### src/hw/rtl/teq_pkg.sv
package teq_pkg;

  typedef enum logic [1:0] {
    KIND_FRONT  = 2'd0,
    KIND_MIDDLE = 2'd1,
    KIND_BACK   = 2'd2,
    KIND_GET    = 2'd3
  } kind_t;

  typedef enum logic [1:0] {
    ST_OK    = 2'd0,
    ST_RANGE = 2'd1,
    ST_FULL  = 2'd2
  } status_t;

  typedef enum logic [1:0] {
    S_IDLE,
    S_EXEC,
    S_DONE
  } state_t;

  localparam int unsigned WORD_W = 32;
  localparam int unsigned POS_W  = 10;

endpackage

### src/hw/rtl/teq_ctrl.sv
// Sequencer: decodes a request, reads any element that must move between
// the halves or that a get asks for, then applies the update and presents the result.
module teq_ctrl #(
  parameter int unsigned CAPACITY = 1024,
  parameter int unsigned HALF     = 512
) (
  input  logic                         clk,
  input  logic                         rst,
  input  logic                         in_valid,
  output logic                         in_ready,
  input  logic [1:0]                   kind,
  input  logic [teq_pkg::WORD_W-1:0]   value,
  input  logic [teq_pkg::POS_W-1:0]    position,
  output logic                         out_valid,
  input  logic                         out_ready,
  output logic [teq_pkg::WORD_W-1:0]   read_value,
  output logic [1:0]                   status,
  output logic                         f_ins_head, f_ins_tail, f_drop_tail,
  output logic                         b_ins_head, b_ins_tail, b_drop_head,
  output logic [teq_pkg::WORD_W-1:0]   f_wdata, b_wdata,
  output logic                         f_rd_en, b_rd_en,
  output logic [$clog2(HALF+1)-1:0]    f_rd_off, b_rd_off,
  input  logic [teq_pkg::WORD_W-1:0]   f_rdata, b_rdata,
  input  logic [$clog2(HALF+1)-1:0]    f_count, b_count
);
  localparam int unsigned HW = $clog2(HALF + 1);
  localparam int unsigned TW = $clog2(CAPACITY + 1);
  localparam int unsigned XW = (TW > teq_pkg::POS_W) ? TW : teq_pkg::POS_W;

  teq_pkg::state_t state, state_next;

  logic [1:0]                 op;
  logic [teq_pkg::WORD_W-1:0] val;
  logic [teq_pkg::POS_W-1:0]  pos;

  logic [XW-1:0] total;
  logic [XW-1:0] pos_ext;
  logic          full;
  logic          in_front;
  logic          accept;

  // Invariant kept: front count equals back count or exceeds it by one.
  assign total    = XW'(f_count) + XW'(b_count);
  assign full     = total >= XW'(CAPACITY);
  assign pos_ext  = XW'(pos);
  assign in_front = pos_ext < XW'(f_count);
  assign accept   = in_valid && in_ready;
  assign in_ready = (state == teq_pkg::S_IDLE);

  always_comb begin
    state_next = state;
    unique case (state)
      teq_pkg::S_IDLE: if (in_valid) state_next = teq_pkg::S_EXEC;
      teq_pkg::S_EXEC: state_next = teq_pkg::S_DONE;
      teq_pkg::S_DONE: if (out_ready) state_next = teq_pkg::S_IDLE;
      default: state_next = teq_pkg::S_IDLE;
    endcase
  end

  always_ff @(posedge clk) begin
    if (rst) state <= teq_pkg::S_IDLE;
    else     state <= state_next;
  end

  always_ff @(posedge clk) begin
    if (accept) begin
      op  <= kind;
      val <= value;
      pos <= position;
    end
  end

  // Read in the idle cycle of acceptance: rebalance source, or get target.
  logic [XW-1:0] g_total;
  logic          g_front;
  always_comb begin
    g_total  = XW'(f_count) + XW'(b_count);
    g_front  = XW'(position) < XW'(f_count);
    f_rd_en  = 1'b0;
    b_rd_en  = 1'b0;
    f_rd_off = HW'(f_count - 1'b1);
    b_rd_off = '0;
    if (accept) begin
      unique case (teq_pkg::kind_t'(kind))
        teq_pkg::KIND_GET: begin
          if (g_front) begin
            f_rd_en  = 1'b1;
            f_rd_off = HW'(position);
          end else begin
            b_rd_en  = 1'b1;
            b_rd_off = HW'(XW'(position) - XW'(f_count));
          end
        end
        teq_pkg::KIND_FRONT: f_rd_en = (f_count != b_count);
        teq_pkg::KIND_MIDDLE: f_rd_en = 1'b0;
        teq_pkg::KIND_BACK: b_rd_en = (f_count == b_count) && (b_count != '0);
        default: ;
      endcase
      if (g_total >= XW'(CAPACITY)) begin
        f_rd_en = f_rd_en && (teq_pkg::kind_t'(kind) == teq_pkg::KIND_GET);
        b_rd_en = b_rd_en && (teq_pkg::kind_t'(kind) == teq_pkg::KIND_GET);
      end
    end
  end

  // Updates in the execute cycle.
  logic eq;
  assign eq = (f_count == b_count);
  always_comb begin
    f_ins_head = 1'b0; f_ins_tail = 1'b0; f_drop_tail = 1'b0;
    b_ins_head = 1'b0; b_ins_tail = 1'b0; b_drop_head = 1'b0;
    f_wdata = val;
    b_wdata = val;
    if (state == teq_pkg::S_EXEC && !full) begin
      unique case (teq_pkg::kind_t'(op))
        teq_pkg::KIND_FRONT: begin
          f_ins_head = 1'b1;
          if (!eq) begin
            f_drop_tail = 1'b1;
            b_ins_head  = 1'b1;
            b_wdata     = f_rdata;
          end
        end
        teq_pkg::KIND_MIDDLE: begin
          if (eq) f_ins_tail = 1'b1;
          else    b_ins_head = 1'b1;
        end
        teq_pkg::KIND_BACK: begin
          b_ins_tail = 1'b1;
          if (eq) begin
            if (b_count == '0) begin
              b_ins_tail = 1'b0;
              f_ins_tail = 1'b1;
            end else begin
              b_drop_head = 1'b1;
              f_ins_tail  = 1'b1;
              f_wdata     = b_rdata;
            end
          end
        end
        default: ;
      endcase
    end
  end

  // The result register is loaded in the execute cycle.
  always_ff @(posedge clk) begin
    if (state == teq_pkg::S_EXEC) begin
      if (teq_pkg::kind_t'(op) == teq_pkg::KIND_GET) begin
        if (in_front) begin
          read_value <= f_rdata;
          status     <= teq_pkg::ST_OK;
        end else if (pos_ext < total) begin
          read_value <= b_rdata;
          status     <= teq_pkg::ST_OK;
        end else begin
          read_value <= '0;
          status     <= teq_pkg::ST_RANGE;
        end
      end else begin
        read_value <= '0;
        status     <= full ? teq_pkg::ST_FULL : teq_pkg::ST_OK;
      end
    end
  end

  assign out_valid = (state == teq_pkg::S_DONE);
endmodule

### config.mk
export PLATFORM = sky130hd
export DESIGN_NAME = teq_ctrl
export DESIGN_NICKNAME = d
export VERILOG_FILES = /design/src/hw/rtl/teq_pkg.sv /design/src/hw/rtl/teq_ctrl.sv
export SDC_FILE = /design/constraint.sdc
export NUM_CORES = 1
export LEC_CHECK = 0
export ABC_CLOCK_PERIOD_IN_PS = 6500
export BUFFER_PORTS_ARGS = -buffer_cell sky130_fd_sc_hd__buf_4
export CAP_MARGIN = 5
export CELL_PAD_IN_SITES_DETAIL_PLACEMENT = 1
export CELL_PAD_IN_SITES_GLOBAL_PLACEMENT = 1
export CORE_MARGIN = 2
export CORE_UTILIZATION = 38
export DETAILED_ROUTE_END_ITERATION = 10
export PLACE_DENSITY_LB_ADDON = 0.1
export SYNTH_ARGS = -nofsm -noshare
export SYNTH_HDL_FRONTEND = slang
export SYNTH_SLANG_ARGS = --single-unit
### constraint.sdc
create_clock -name clk -period 6.5 [get_ports clk]
set_input_delay 1.3 -clock clk [delete_from_list [all_inputs] [get_ports clk]]
set_output_delay 1.3 -clock clk [all_outputs]
set_load 0.05 [all_outputs]
# == After elaboration in Yosys (flattened, before gate mapping) ==
# Index checks and enable logic that the tools add are counted.
# totals
reg_bits,80
inputBits,132
word_cells,87
# op_classes
add_sub_neg,3
magnitude_cmp,4
eq_ne,11
n_mux,49
reduce_logical,14
# ops
operator,count
$mux W32,9
$mux W10,6
$mux W1,27
$lt A10 B10 Y1,2
$add A10 B10 Y11,1
$ge A11 B11 Y1 const B,1
$lt A10 B11 Y1,1
$eq A10 B10 Y1,1
$eq A2 B2 Y1 const B,5
$logic_not A10 Y1,1
$ne A10 B10 Y1,1
$reduce_bool A10 Y1,1
$sub A10 B1 Y10 const B,1
$sub A10 B10 Y10,1
$mux W2,4
$logic_not A2 Y1,3
$pmux W2 S3,1
$logic_and A1 B1 Y1,5
$eq A2 B1 Y1 const B,2
$pmux W1 S2,2
$reduce_or A2 Y1,2
$ne A2 B1 Y1 const B,1
$ne A2 B2 Y1 const B,1
$reduce_and A2 Y1,1
$logic_not A1 Y1,1

# == Logic depth before layout (Yosys ltp) ==
# Gate-level depths: netlist of run 1.
# logic_depth
ltp_word,7
depth_mapped,15
mapped_depth_nobuf,14

# == Worst setup path before layout of run 1 ==
# OpenSTA, ideal clock, no wires.
# synth_timing
path_type,input-to-output
from,in position[0] in the netlist's numbering
to,out f_rd_en
t_arrival_ps,5312
t_required_ps,5200
slack_ps,-112
stages,9
n_path_buf,0
cell_sequence,inv_1 ha_1 inv_1 fa_1 a211oi_1 o21ai_0 a31oi_1 o21ai_0 a2111oi_0
# synth_via
elab_chain_len,7
# synth_lines
item,line_no,rtl
"start, declared",teq_ctrl.sv:13,"input logic [teq_pkg::POS_W-1:0] position,"
$lt A10 B10 Y1 *,teq_ctrl.sv:78,g_front = XW'(position) < XW'(f_count);
$mux W1 *,teq_ctrl.sv:86,if (g_front) begin
$pmux W1 S2 *,teq_ctrl.sv:84,unique case (teq_pkg::kind_t'(kind))
$mux W1 *,teq_ctrl.sv:83,if (accept) begin
$logic_and A1 B1 Y1,teq_ctrl.sv:100,f_rd_en = f_rd_en && (teq_pkg::kind_t'(kind) == teq_pkg::KIND_GET);
$mux W1 *,teq_ctrl.sv:99,if (g_total >= XW'(CAPACITY)) begin
$mux W1 *,teq_ctrl.sv:83,
"end, declared",teq_ctrl.sv:21,"output logic f_rd_en, b_rd_en,"
# Mark *: on every way between the ends. The rest lies on a longest branch, timed or not. The select of a mux whose other input is x is not followed.

# == Worst setup path after layout of run 1 ==
# layout_timing
from,in f_count[0]
to,out b_wdata[28] in the netlist's numbering
# layout_via
elab_chain_len,5
word_cells_on_any_way,8
# layout_lines
item,line_no,rtl
"start, declared",teq_ctrl.sv:24,"input logic [$clog2(HALF+1)-1:0] f_count, b_count"
$add A10 B10 Y11,teq_ctrl.sv:43,assign total = XW'(f_count) + XW'(b_count);
$ge A11 B11 Y1,teq_ctrl.sv:44,assign full = total >= XW'(CAPACITY);
$logic_not A1 Y1,teq_ctrl.sv:114,if (state == teq_pkg::S_EXEC && !full) begin
$logic_and A1 B1 Y1,teq_ctrl.sv:114,
$mux W32 *,teq_ctrl.sv:114,
"end, declared",teq_ctrl.sv:20,"output logic [teq_pkg::WORD_W-1:0] f_wdata, b_wdata,"
# Mark *: on every way between the ends. The rest lies on a longest branch, timed or not.

==> results of run 1 <==
-- cells in the final DEF (no fill, tap or decap), types with 3 or more instances in the layout --
cell type                   netlist  layout
sky130_fd_sc_hd__nand2b_1         4       4
sky130_fd_sc_hd__xnor2_1         14      14
sky130_fd_sc_hd__buf_4            0     262
sky130_fd_sc_hd__xor2_1           5       5
sky130_fd_sc_hd__nor2_1          34      34
sky130_fd_sc_hd__ha_1            46      46
sky130_fd_sc_hd__nand3_1          7       7
sky130_fd_sc_hd__nor2b_1          6       5
sky130_fd_sc_hd__edfxtp_1        78      78
sky130_fd_sc_hd__a31oi_1          7       7
sky130_fd_sc_hd__a21oi_1         25      24
sky130_fd_sc_hd__inv_1           26      25
sky130_fd_sc_hd__a21o_1           6       6
sky130_fd_sc_hd__o21ai_0         16      16
sky130_fd_sc_hd__mux2_1          18      18
sky130_fd_sc_hd__clkbuf_16        0       9
sky130_fd_sc_hd__mux2_2          46      46
sky130_fd_sc_hd__nor4_1           5       5
sky130_fd_sc_hd__nand4_1          3       3
sky130_fd_sc_hd__nand2_1         14      14
sky130_fd_sc_hd__a211oi_1         5       4
sky130_fd_sc_hd__a22o_1          32      32
sky130_fd_sc_hd__and3_1           6       6
sky130_fd_sc_hd__nor3_1          10      10
-- worst min path at each step --
stage,startpoint,to,slack [ns],cells after the start
after floorplan,op[1],status[1],0.75,2
after global placement,state[0],state[1],0.62,3
after detailed placement,state[0],state[1],0.66,3
after CTS,state[0],state[1],0.68,3
after global routing,state[0],state[1],0.72,3
final,state[0],state[1],0.67,3
-- routing by layer --
layer,wire (um),part of all wire [%],GRT usage [%],vias up
li1,-,-,-,2282
met1,6939,38,27.08,2295
met2,9219,51,41.68,193
met3,1253,6.9,5.204,44
met4,714,3.9,11.57,0
met5,0,0,0,-
-- synthesized netlist by cell type, types with 3 or more instances --
cell	n	area share [%]
sky130_fd_sc_hd__nand2_1	14	0.98
sky130_fd_sc_hd__o21ai_0	16	1.5
sky130_fd_sc_hd__inv_1	26	1.8
sky130_fd_sc_hd__edfxtp_1	78	44
sky130_fd_sc_hd__clkbuf_1	10	0.70
sky130_fd_sc_hd__nor2_1	34	2.4
sky130_fd_sc_hd__nor3_1	10	0.93
sky130_fd_sc_hd__a22o_1	32	5.2
sky130_fd_sc_hd__nand4_1	3	0.35
sky130_fd_sc_hd__nand3_1	7	0.65
sky130_fd_sc_hd__xnor2_1	14	2.3
sky130_fd_sc_hd__a21o_1	6	0.84
sky130_fd_sc_hd__and3_1	6	0.70
sky130_fd_sc_hd__mux2_1	18	3.8
sky130_fd_sc_hd__buf_2	6	0.56
sky130_fd_sc_hd__nor4_1	5	0.58
sky130_fd_sc_hd__nand2b_1	4	0.47
sky130_fd_sc_hd__mux2_2	46	9.7
sky130_fd_sc_hd__a211oi_1	5	0.70
sky130_fd_sc_hd__xor2_1	5	0.82
sky130_fd_sc_hd__a31oi_1	7	0.82
sky130_fd_sc_hd__a21oi_1	25	2.3
sky130_fd_sc_hd__nor2b_1	6	0.70
sky130_fd_sc_hd__ha_1	46	11
-- worst max-delay path, delay by kind of cell --
family	cells	cell delay [ns]
AOI/OAI and AO/OA	2	0.80
adders and majority gates	2	0.46
buffers and inverters	3	0.41
muxes	1	0.57
and+or+nand+nor	3	0.93
-- flip-flops by register name, summed over array words and instances, names as in the netlist --
register    count
op              2
pos            10
read_value     32
state           2
status          2
val            32
-- power groups by stage --
stage | sequential, mW | combinational [mW] | clock (mW)
2_1_floorplan | 0.666 | 0.325 | 0
4_1_cts | 0.622 | 0.575 | 0.534
5_1_grt | 0.625 | 0.612 | 0.555
3_5_place_dp | 0.633 | 0.571 | 0
6_report | 0.622 | 0.571 | 0.525
3_3_place_gp | 0.631 | 0.555 | 0
-- layout make-up --
class                   instances  area, um2
fillers                      1506       6003
clock buffers                   9      225.2
repair buffers                262       1967
clock inverters                 7      78.83
flip-flops and latches         80       2382
inverters                      26      97.59
multi-input cells             337       2848
well taps                     180      225.2
-- stage by stage --
stage	instances	utilization [%]	setup slack, ns	cell area (um2)	power [mW]
2_1_floorplan	459	-	0.5738	5364	0.9916
3_3_place_gp	885	54.38	0.7994	7520	1.186
3_5_place_dp	885	54.38	0.6756	7520	1.204
4_1_cts	901	56.58	0.6914	7824	1.730
5_1_grt	901	56.58	0.4818	7824	1.792
6_report	901	56.58	0.7234	7824	1.717
-- logic make-up after synthesis --
| family | after synthesis | share of synthesized area [%] |
|---|---|---|
| AO/OA/AOI/OAI | 109 | 14.96 |
| XOR/XNOR | 19 | 3.103 |
| adder cells (fa/ha/maj) | 48 | 11.48 |
| buffers and inverters | 42 | 3.080 |
| flip-flops | 80 | 44.42 |
| multiplexers | 64 | 13.44 |
| AND/OR/NAND/NOR | 97 | 9.520 |
==> results.yml, run 1 <==
outcome:
  status: "completed"
global_routing:
  grt_first_pass_wirelength_mm: 27.08
  globalRoute.totalOverflow: 0
  grt_use_total_pct: 23.71
  number_of_antenna_violations_at_the_first_check_in_global_routing: 0
  largest_net_degree_at_the_start_of_global_routing: 45
  grt_pass1_vias: 5105
synthesis:
  ys_async_sr_fraction_pct: 0
  synth-seq-cells: 80
  most_frequently_used_flop_master_after_synthesis: "sky130_fd_sc_hd__edfxtp_1"
  synthCells: 459
  synth_edf_count: 78
  mappedNetlistArea_mm2: 0.005363
  synth.net_count: 639
  synth.yosys.seq_area_share_pct: 44.42
  synth.lib_cells_used.distinct: 45
  yosysWarnings: 0
  synth_area_per_cell_um2: 11.68
worst_setup_path:
  critical_path.startpoint: "f_count[0]"
  end_kind: "primary output"
  setup.worst_path.class: "input port to primary output"
  worstSetupEndpoint: "b_wdata[28]"
  worst_r2r_src: "pos[2]"
  cp_max_fo: 33
  start_kind: "input port"
  timing.critical_path.cells: "buf_4 > ha_1 > inv_1 > fa_1 > nor2b_4 > o31ai_4 > nand3_1 > a221oi_4 > nand4_4 > mux2_1 > buf_4"
  slowest_cell_on_the_critical_path: "sky130_fd_sc_hd__nand4_4"
  cp_data_required_time_ns: 5.20
  crit_path_max_incr_delay_ns: 0.70
  crit_top_cell: "sky130_fd_sc_hd__buf_4"
  crit_arrival_ns: 4.48
  timing.reg2reg.setup_slack_ns: 3.66
  crit-reg2reg-capture: "read_value[10]"
  reg2regPathDepth: 7
flow_run:
  drv_cap: 0
power_and_ir_drop:
  p_sw_mw: 0.5934
  cellPowerDensity_mw_per_mm2: 219.5
  power.switching_fraction_pct: 34.55
  vdd_drop_max_mv: 0.1186
  internal-power_mw: 1.124
  combinationalPowerShare_pct: 33.2
  clkPwrFrac_pct: 30.6
  static-leakage-power_nw: 3.499
  seq_power_share_pct: 36.2
timing:
  timing.final.crit_period_ns: 5.777
  fin_setup_tns_ns: 0
  timing_worst_slew_pin_value_ns: 1.007
  fmaxAchievable_ghz: 0.1731
  timing.final.crit_share_pct: 88.87
  fin_worst_hold_slack_ns: 0.6692
  fin_worst_skew_ns: 0.009242
  final_hold_viol_count: 0
  final_setup_violating_endpoints: 0
  timing_max_transition_violations_final: 0
  grt_setup_unrepaired: "false"
  timing.max_slew.rel_slack_pct: 32.75
placement:
  half_perimeter_wire_length_after_detailed_placement_mm: 14.41
  port_buffers: 259
  gpl.final_weighted_congestion: 0.8482
detailed_routing:
  firstDrtPassIters: 6
  via_count: 4814
  routed_via_density: 5.343
  routed_wl_mm: 18.13
  first_iter_violations: 168
  routedWlPerCell_um: 20.12
  remaining_drc_errors: 0
  drtAntennaViolNets: 0
layout:
  area.growth.synth_to_final_pct: 45.89
  num-nets-final: 896
  antenna_diode_count: 0
  drive_gt1_share_pct: 46.05
worst_hold_path:
  class_of_the_tightest_hold_or_removal_check: "flop to flop"
clocking:
  h-tree-depth: 3
  cts-buffers-inserted: 9
  ctsResizeCount: 0
  cts.reportedPaths.clkPinSlew_ns: 0.06
  cts_hold_buf: 0
  root_buffer: "sky130_fd_sc_hd__clkbuf_16"
  cts.path.max_buffers: 2
  clkLatencyLatePin_ns: 0.35
  cts_num_sinks: 80
  cts.repair_timing.setup_buffer_count: 0
  cts_tree: "yes"
die:
  fp-row-count: 43
  die_h_um: 122.8
  boundaryPins: 260
  start_util_pct: 38.78
  design.core.area_mm2: 0.01383
  die_x_um: 122.8
  die_footprint_mm2: 0.01508
Note: power is estimated with default switching activity, not from simulation.
==> inputs of run 2 (changes only) <==
==> constraint.sdc (replaced) <==
create_clock -name clk -period 6.5 [get_ports clk]
set_input_delay 0.65 -clock clk [delete_from_list [all_inputs] [get_ports clk]]
set_output_delay 0.65 -clock clk [all_outputs]
set_load 0.05 [all_outputs]
==> run 2 against run 1 <==
Effect of this change: sequential power about the same; maximum frequency increased by 29%; total power decreased by 0.51%; global-route usage decreased by 0.060 points; critical path depth unchanged; die area unchanged; sequential share of layout area about the same; setup slack improved by 1.3 ns; sequential cell count unchanged; utilization decreased by 0.054 points; critical path type unchanged.
==> results.yml, run 2 (synthesis results as in run 1) <==
clocking:
  cts-buffers-inserted: 9
  cts_tree: "yes"
  ctsResizeCount: 0
  cts_num_sinks: 80
  cts.path.max_buffers: 2
  cts.reportedPaths.clkPinSlew_ns: 0.06
  cts_hold_buf: 0
  cts.repair_timing.setup_buffer_count: 0
  root_buffer: "sky130_fd_sc_hd__clkbuf_16"
  h-tree-depth: 3
  clkLatencyLatePin_ns: 0.35
layout:
  largestRegisters: "read_value: 32 flops, val: 32 flops, pos: 10 flops"
  final_common_cell: "sky130_fd_sc_hd__buf_4"
  layout_common_cells: "sky130_fd_sc_hd__buf_4, sky130_fd_sc_hd__edfxtp_1, sky130_fd_sc_hd__mux2_2, sky130_fd_sc_hd__ha_1, sky130_fd_sc_hd__nor2_1"
  num-nets-final: 896
  postLayoutCoreUtil_pct: 56.53
  area.growth.synth_to_final_pct: 45.75
  antenna_diode_count: 0
  drive_gt1_share_pct: 46.05
die:
  die_x_um: 122.8
  die_h_um: 122.8
  fp-row-count: 43
  boundaryPins: 260
  die_footprint_mm2: 0.01508
  start_util_pct: 38.78
  design.core.area_mm2: 0.01383
global_routing:
  globalRoute.totalOverflow: 0
  grt_first_pass_wirelength_mm: 27.14
  number_of_antenna_violations_at_the_first_check_in_global_routing: 0
  grt_pass1_vias: 5028
  grt_use_total_pct: 23.65
  largest_net_degree_at_the_start_of_global_routing: 45
timing:
  fin_worst_skew_ns: 0.007295
  timing.final.crit_period_ns: 4.495
  fmaxAchievable_ghz: 0.2225
  final_hold_viol_count: 0
  timing_max_transition_violations_final: 0
  fin_setup_tns_ns: 0
  timing.final.crit_share_pct: 69.15
  timing.max_slew.rel_slack_pct: 32.37
  fin_worst_hold_slack_ns: 0.4664
  timing_worst_slew_pin_value_ns: 1.012
  grt_setup_unrepaired: "false"
  final_setup_violating_endpoints: 0
detailed_routing:
  routedWlPerCell_um: 20.10
  drtAntennaViolNets: 0
  via_count: 4790
  routed_via_density: 5.316
  firstDrtPassIters: 4
  first_iter_violations: 144
  remaining_drc_errors: 0
  routed_wl_mm: 18.11
worst_setup_path:
  buffer_and_inverter_count_on_the_worst_path: 3
  setup.worst_path.class: "input port to primary output"
  crit_path_max_incr_delay_ns: 0.68
  end_kind: "primary output"
  timing.critical_path.cells: "buf_4 > ha_1 > inv_1 > fa_1 > nor2b_4 > o31ai_4 > nand3_1 > a221oi_4 > nand4_4 > mux2_1 > buf_4"
  cp_data_required_time_ns: 5.85
  crit_arrival_ns: 3.84
  critical_path.startpoint: "f_count[0]"
  critical_path.top_delay_family: "simple AND/OR/NAND/NOR gates"
  cp_max_fo: 33
  crit_top_cell: "sky130_fd_sc_hd__buf_4"
  slowest_cell_on_the_critical_path: "sky130_fd_sc_hd__nand4_4"
  start_kind: "input port"
  worst_r2r_src: "pos[2]"
placement:
  half_perimeter_wire_length_after_detailed_placement_mm: 14.04
  gpl.final_weighted_congestion: 0.8617
  port_buffers: 259
power_and_ir_drop:
  combinationalPowerShare_pct: 33.4
  internal-power_mw: 1.123
  vdd_drop_max_mv: 0.1257
  seq_power_share_pct: 36.4
  p_sw_mw: 0.5858
  power.switching_fraction_pct: 34.29
  clkPwrFrac_pct: 30.2
  total_power_mw: 1.708
  static-leakage-power_nw: 3.502
  cellPowerDensity_mw_per_mm2: 218.6
flow_run:
  drv_cap: 0
worst_hold_path:
  class_of_the_tightest_hold_or_removal_check: "input port to flop"
  timing.hold.worst.start: "rst"
outcome:
  status: "completed"
run 2: cell types whose count changed in the layout (fill, tap and decap cells not counted), sizes merged:
cell,delta
clkbuf,+1
clkinvlp,-1
inv,-1
clkinv,+1
run 2: power groups by stage:
stage / clock network [mW] / logic [mW] / registers [mW]
final: 0.515 / 0.571 / 0.622
after global routing: 0.545 / 0.613 / 0.625
after CTS: 0.527 / 0.575 / 0.622
after detailed placement: 0 / 0.569 / 0.632
after global placement: 0 / 0.555 / 0.631
after floorplan: 0 / 0.325 / 0.666
run 2: layout make-up:
| cell class | instances | area, um2 |
|---|---|---|
| clock inverters | 6 | 68.82 |
| inverters | 26 | 97.59 |
| fillers | 1513 | 6011 |
| repair buffers | 262 | 1967 |
| multi-input cells | 337 | 2846 |
| flip-flops and latches | 80 | 2382 |
| well taps | 180 | 225.2 |
| clock buffers | 10 | 229.0 |
run 2: path summary, 6_finish.rpt:
check	endpoint	slack, ns	cells after the start
max	f_wdata[11]	2.01	11
min	state[0]	0.47	2
max reg2reg	read_value[12]	3.66	7
min reg2reg	state[1]	0.66	3
run 2: stage by stage:
step           setup slack (ns)  instance area, um2  instances
6_report                  2.005                7816        901
5_1_grt                   1.782                7816        901
3_3_place_gp              2.098                7518        885
4_1_cts                   1.992                7816        901
3_5_place_dp              1.988                7518        885
2_1_floorplan             1.188                5363        459
run 2: layer usage:
metal | up-vias | wire length [um] | global-route usage [%]
met3 | 30 | 1264 | 6.691
met4 | 0 | 399 | 7.399
met5 | - | 0 | 0
met1 | 2310 | 7073 | 26.26
li1 | 2275 | - | -
met2 | 175 | 9371 | 43.34
run 2: worst reg2reg max path, cell delays in order, from the launching register on:
cell                       delay, ns
sky130_fd_sc_hd__edfxtp_1       0.41
sky130_fd_sc_hd__ha_1           0.31
sky130_fd_sc_hd__a21o_1         0.11
sky130_fd_sc_hd__a31oi_1        0.04
sky130_fd_sc_hd__o21ai_0        0.45
sky130_fd_sc_hd__a31oi_1        0.26
sky130_fd_sc_hd__a21oi_4        0.81
sky130_fd_sc_hd__a22o_1         0.31
==> inputs of run 3 (changes only) <==
--- a/config.mk
+++ b/config.mk
@@ -5,13 +5,13 @@
 export SDC_FILE = /design/constraint.sdc
 export NUM_CORES = 1
 export LEC_CHECK = 0
-export ABC_CLOCK_PERIOD_IN_PS = 6500
+export ABC_CLOCK_PERIOD_IN_PS = 3800
 export BUFFER_PORTS_ARGS = -buffer_cell sky130_fd_sc_hd__buf_4
 export CAP_MARGIN = 5
 export CELL_PAD_IN_SITES_DETAIL_PLACEMENT = 1
 export CELL_PAD_IN_SITES_GLOBAL_PLACEMENT = 1
 export CORE_MARGIN = 2
-export CORE_UTILIZATION = 38
+export CORE_UTILIZATION = 32
 export DETAILED_ROUTE_END_ITERATION = 10
 export PLACE_DENSITY_LB_ADDON = 0.1
 export SYNTH_ARGS = -nofsm -noshare
==> constraint.sdc (replaced) <==
create_clock -name clk -period 3.8 [get_ports clk]
set_input_delay 0.38 -clock clk [delete_from_list [all_inputs] [get_ports clk]]
set_output_delay 0.38 -clock clk [all_outputs]
set_load 0.05 [all_outputs]
==> run 3 against run 2 <==
Effect of this change: sequential cell count is the same; cell count is 5.0% higher; hold slack worse by 0.26 ns; sequential power up 70%; clock power increased by 75%; sequential share of layout area shrank 0.46 points; largest cell class unchanged.
==> results.yml, run 3 (synthesis results as in run 1) <==
power_and_ir_drop:
  static-leakage-power_nw: 3.526
  vdd_drop_max_mv: 0.2069
  cellPowerDensity_mw_per_mm2: 372.1
  combinationalPowerShare_pct: 33.6
  internal-power_mw: 1.928
  p_sw_mw: 1.025
  seq_power_share_pct: 36.0
  clkPwrFrac_pct: 30.5
  total_power_mw: 2.953
  power.switching_fraction_pct: 34.70
timing:
  fin_worst_skew_ns: 0.006598
  timing.max_slew.rel_slack_pct: 30.50
  grt_setup_unrepaired: "false"
  timing.final.crit_share_pct: 90.01
  final_hold_viol_count: 0
  fmaxAchievable_ghz: 0.2924
  timing_max_transition_violations_final: 0
  final_setup_violating_endpoints: 0
  timing.final.crit_period_ns: 3.421
  fin_setup_tns_ns: 0
  timing_worst_slew_pin_value_ns: 1.041
worst_hold_path:
  class_of_the_tightest_hold_or_removal_check: "input port to flop"
  hold_end: "state[1]"
  timing.hold.worst.start: "rst"
  hold_path_depth: 2
layout:
  layout_common_cells: "sky130_fd_sc_hd__buf_4, sky130_fd_sc_hd__edfxtp_1, sky130_fd_sc_hd__mux2_2, sky130_fd_sc_hd__ha_1, sky130_fd_sc_hd__nor2_1"
  final_common_cell: "sky130_fd_sc_hd__buf_4"
  drive_gt1_share_pct: 46.83
  area.growth.synth_to_final_pct: 47.97
  num-nets-final: 901
  antenna_diode_count: 0
  n_fill_cell: 1827
  largestRegisters: "read_value: 32 flops, val: 32 flops, pos: 10 flops"
global_routing:
  grt_use_total_pct: 20.45
  grt_first_pass_wirelength_mm: 28.26
  grt_pass1_vias: 5083
  largest_net_degree_at_the_start_of_global_routing: 45
  globalRoute.totalOverflow: 0
  number_of_antenna_violations_at_the_first_check_in_global_routing: 0
detailed_routing:
  first_iter_violations: 171
  via_count: 4803
  routedWlPerCell_um: 19.59
  highest_layer: "met4"
  remaining_drc_errors: 0
  routed_wl_mm: 18.54
  firstDrtPassIters: 4
  routed_via_density: 5.077
  drt-met1-wl_mm: 7.608
  route.met3.wl_mm: 1.072
  routed-wl-met2_mm: 9.258
  drtAntennaViolNets: 0
clocking:
  ctsResizeCount: 0
  clkLatencyLatePin_ns: 0.34
  root_buffer: "sky130_fd_sc_hd__clkbuf_16"
  h-tree-depth: 3
  cts_num_sinks: 80
  cts_hold_buf: 0
  cts-buffers-inserted: 9
  cts.repair_timing.setup_buffer_count: 0
  cts_tree: "yes"
  cts.reportedPaths.clkPinSlew_ns: 0.06
  cts.path.max_buffers: 2
worst_setup_path:
  start_kind: "input port"
  worst_r2r_src: "pos[2]"
  cp_max_fo: 33
  reg2regPathDepth: 8
  setup.worst_path.class: "input port to primary output"
  crit_arrival_ns: 3.04
  timing.reg2reg.setup_slack_ns: 1.34
  crit-reg2reg-capture: "read_value[5]"
  cp_data_required_time_ns: 3.42
  end_kind: "primary output"
die:
  die_footprint_mm2: 0.01781
  boundaryPins: 260
  fp-row-count: 47
  die_x_um: 133.5
  start_util_pct: 32.57
  die_h_um: 133.5
  design.core.area_mm2: 0.01647
placement:
  half_perimeter_wire_length_after_detailed_placement_mm: 14.63
  gpl.final_weighted_congestion: 0.8371
  port_buffers: 259
flow_run:
  drv_cap: 0
outcome:
  status: "completed"
==> run 3: critical path: stages <==
cell and delay, ns:
sky130_fd_sc_hd__buf_4 0.13, sky130_fd_sc_hd__inv_1 0.23, sky130_fd_sc_hd__fa_1 0.32, sky130_fd_sc_hd__nor2b_4 0.07, sky130_fd_sc_hd__o31ai_4 0.22, sky130_fd_sc_hd__nand3_1 0.16
sky130_fd_sc_hd__a221oi_4 0.26, sky130_fd_sc_hd__buf_4 0.26, sky130_fd_sc_hd__nand4_4 0.10, sky130_fd_sc_hd__buf_4 0.31, sky130_fd_sc_hd__mux2_1 0.39, sky130_fd_sc_hd__buf_4 0.20
==> run 3: power by group through the flow <==
stage          Clock (mW)  Combinational [mW]  Sequential, mW
2_1_floorplan           0               0.558            1.14
3_3_place_gp            0               0.969            1.08
3_5_place_dp            0               0.994            1.08
4_1_cts             0.923               0.999            1.06
5_1_grt             0.952                1.06            1.07
6_report            0.900               0.991            1.06
==> run 3: layout make-up <==
class | count | area [um2] | share of cell area [%]
clock buffers | 9 | 225.2 | 2.838
inverters | 26 | 97.59 | 1.230
repair buffers | 267 | 2017 | 25.42
flip-flops and latches | 80 | 2382 | 30.02
multi-input cells | 337 | 2859 | 36.03
well taps | 220 | 275.3 | 3.469
clock inverters | 7 | 78.83 | 0.9934
==> run 3: worst max path at each step <==
| stage | startpoint | to | slack [ns] | cells after the start |
|---|---|---|---|---|
| detailed placement | f_count[1] | b_wdata[16] | 0.34 | 12 |
| CTS | f_count[1] | b_wdata[16] | 0.34 | 12 |
| global route | position[0] | b_rd_off[5] | 0.14 | 12 |
| finish | f_count[1] | b_wdata[16] | 0.38 | 12 |
| floorplan | position[0] | b_rd_off[3] | 0.35 | 10 |
| global placement | f_count[1] | f_wdata[26] | 0.43 | 12 |
==> run 3: metrics by stage <==
stage                     util, %  hold slack (ns)  setup WS (ns)  instances  cell area (um2)
after floorplan                 -           0.4524         0.3541        459             5375
after global placement      46.35           0.5494         0.4323        930             7631
after detailed placement    46.35           0.5520         0.3405        930             7631
after CTS                   48.19           0.1849         0.3354        946             7935
after global routing        48.19           0.1903         0.1395        946             7935
final                       48.19           0.2040         0.3795        946             7935
==> run 3: routing by layer <==
layer  vias up  GRT usage (%)
met3        30          4.338
li1       2281              -
met5         -              0
met2       182          36.11
met1      2310          24.35
met4         0          7.920
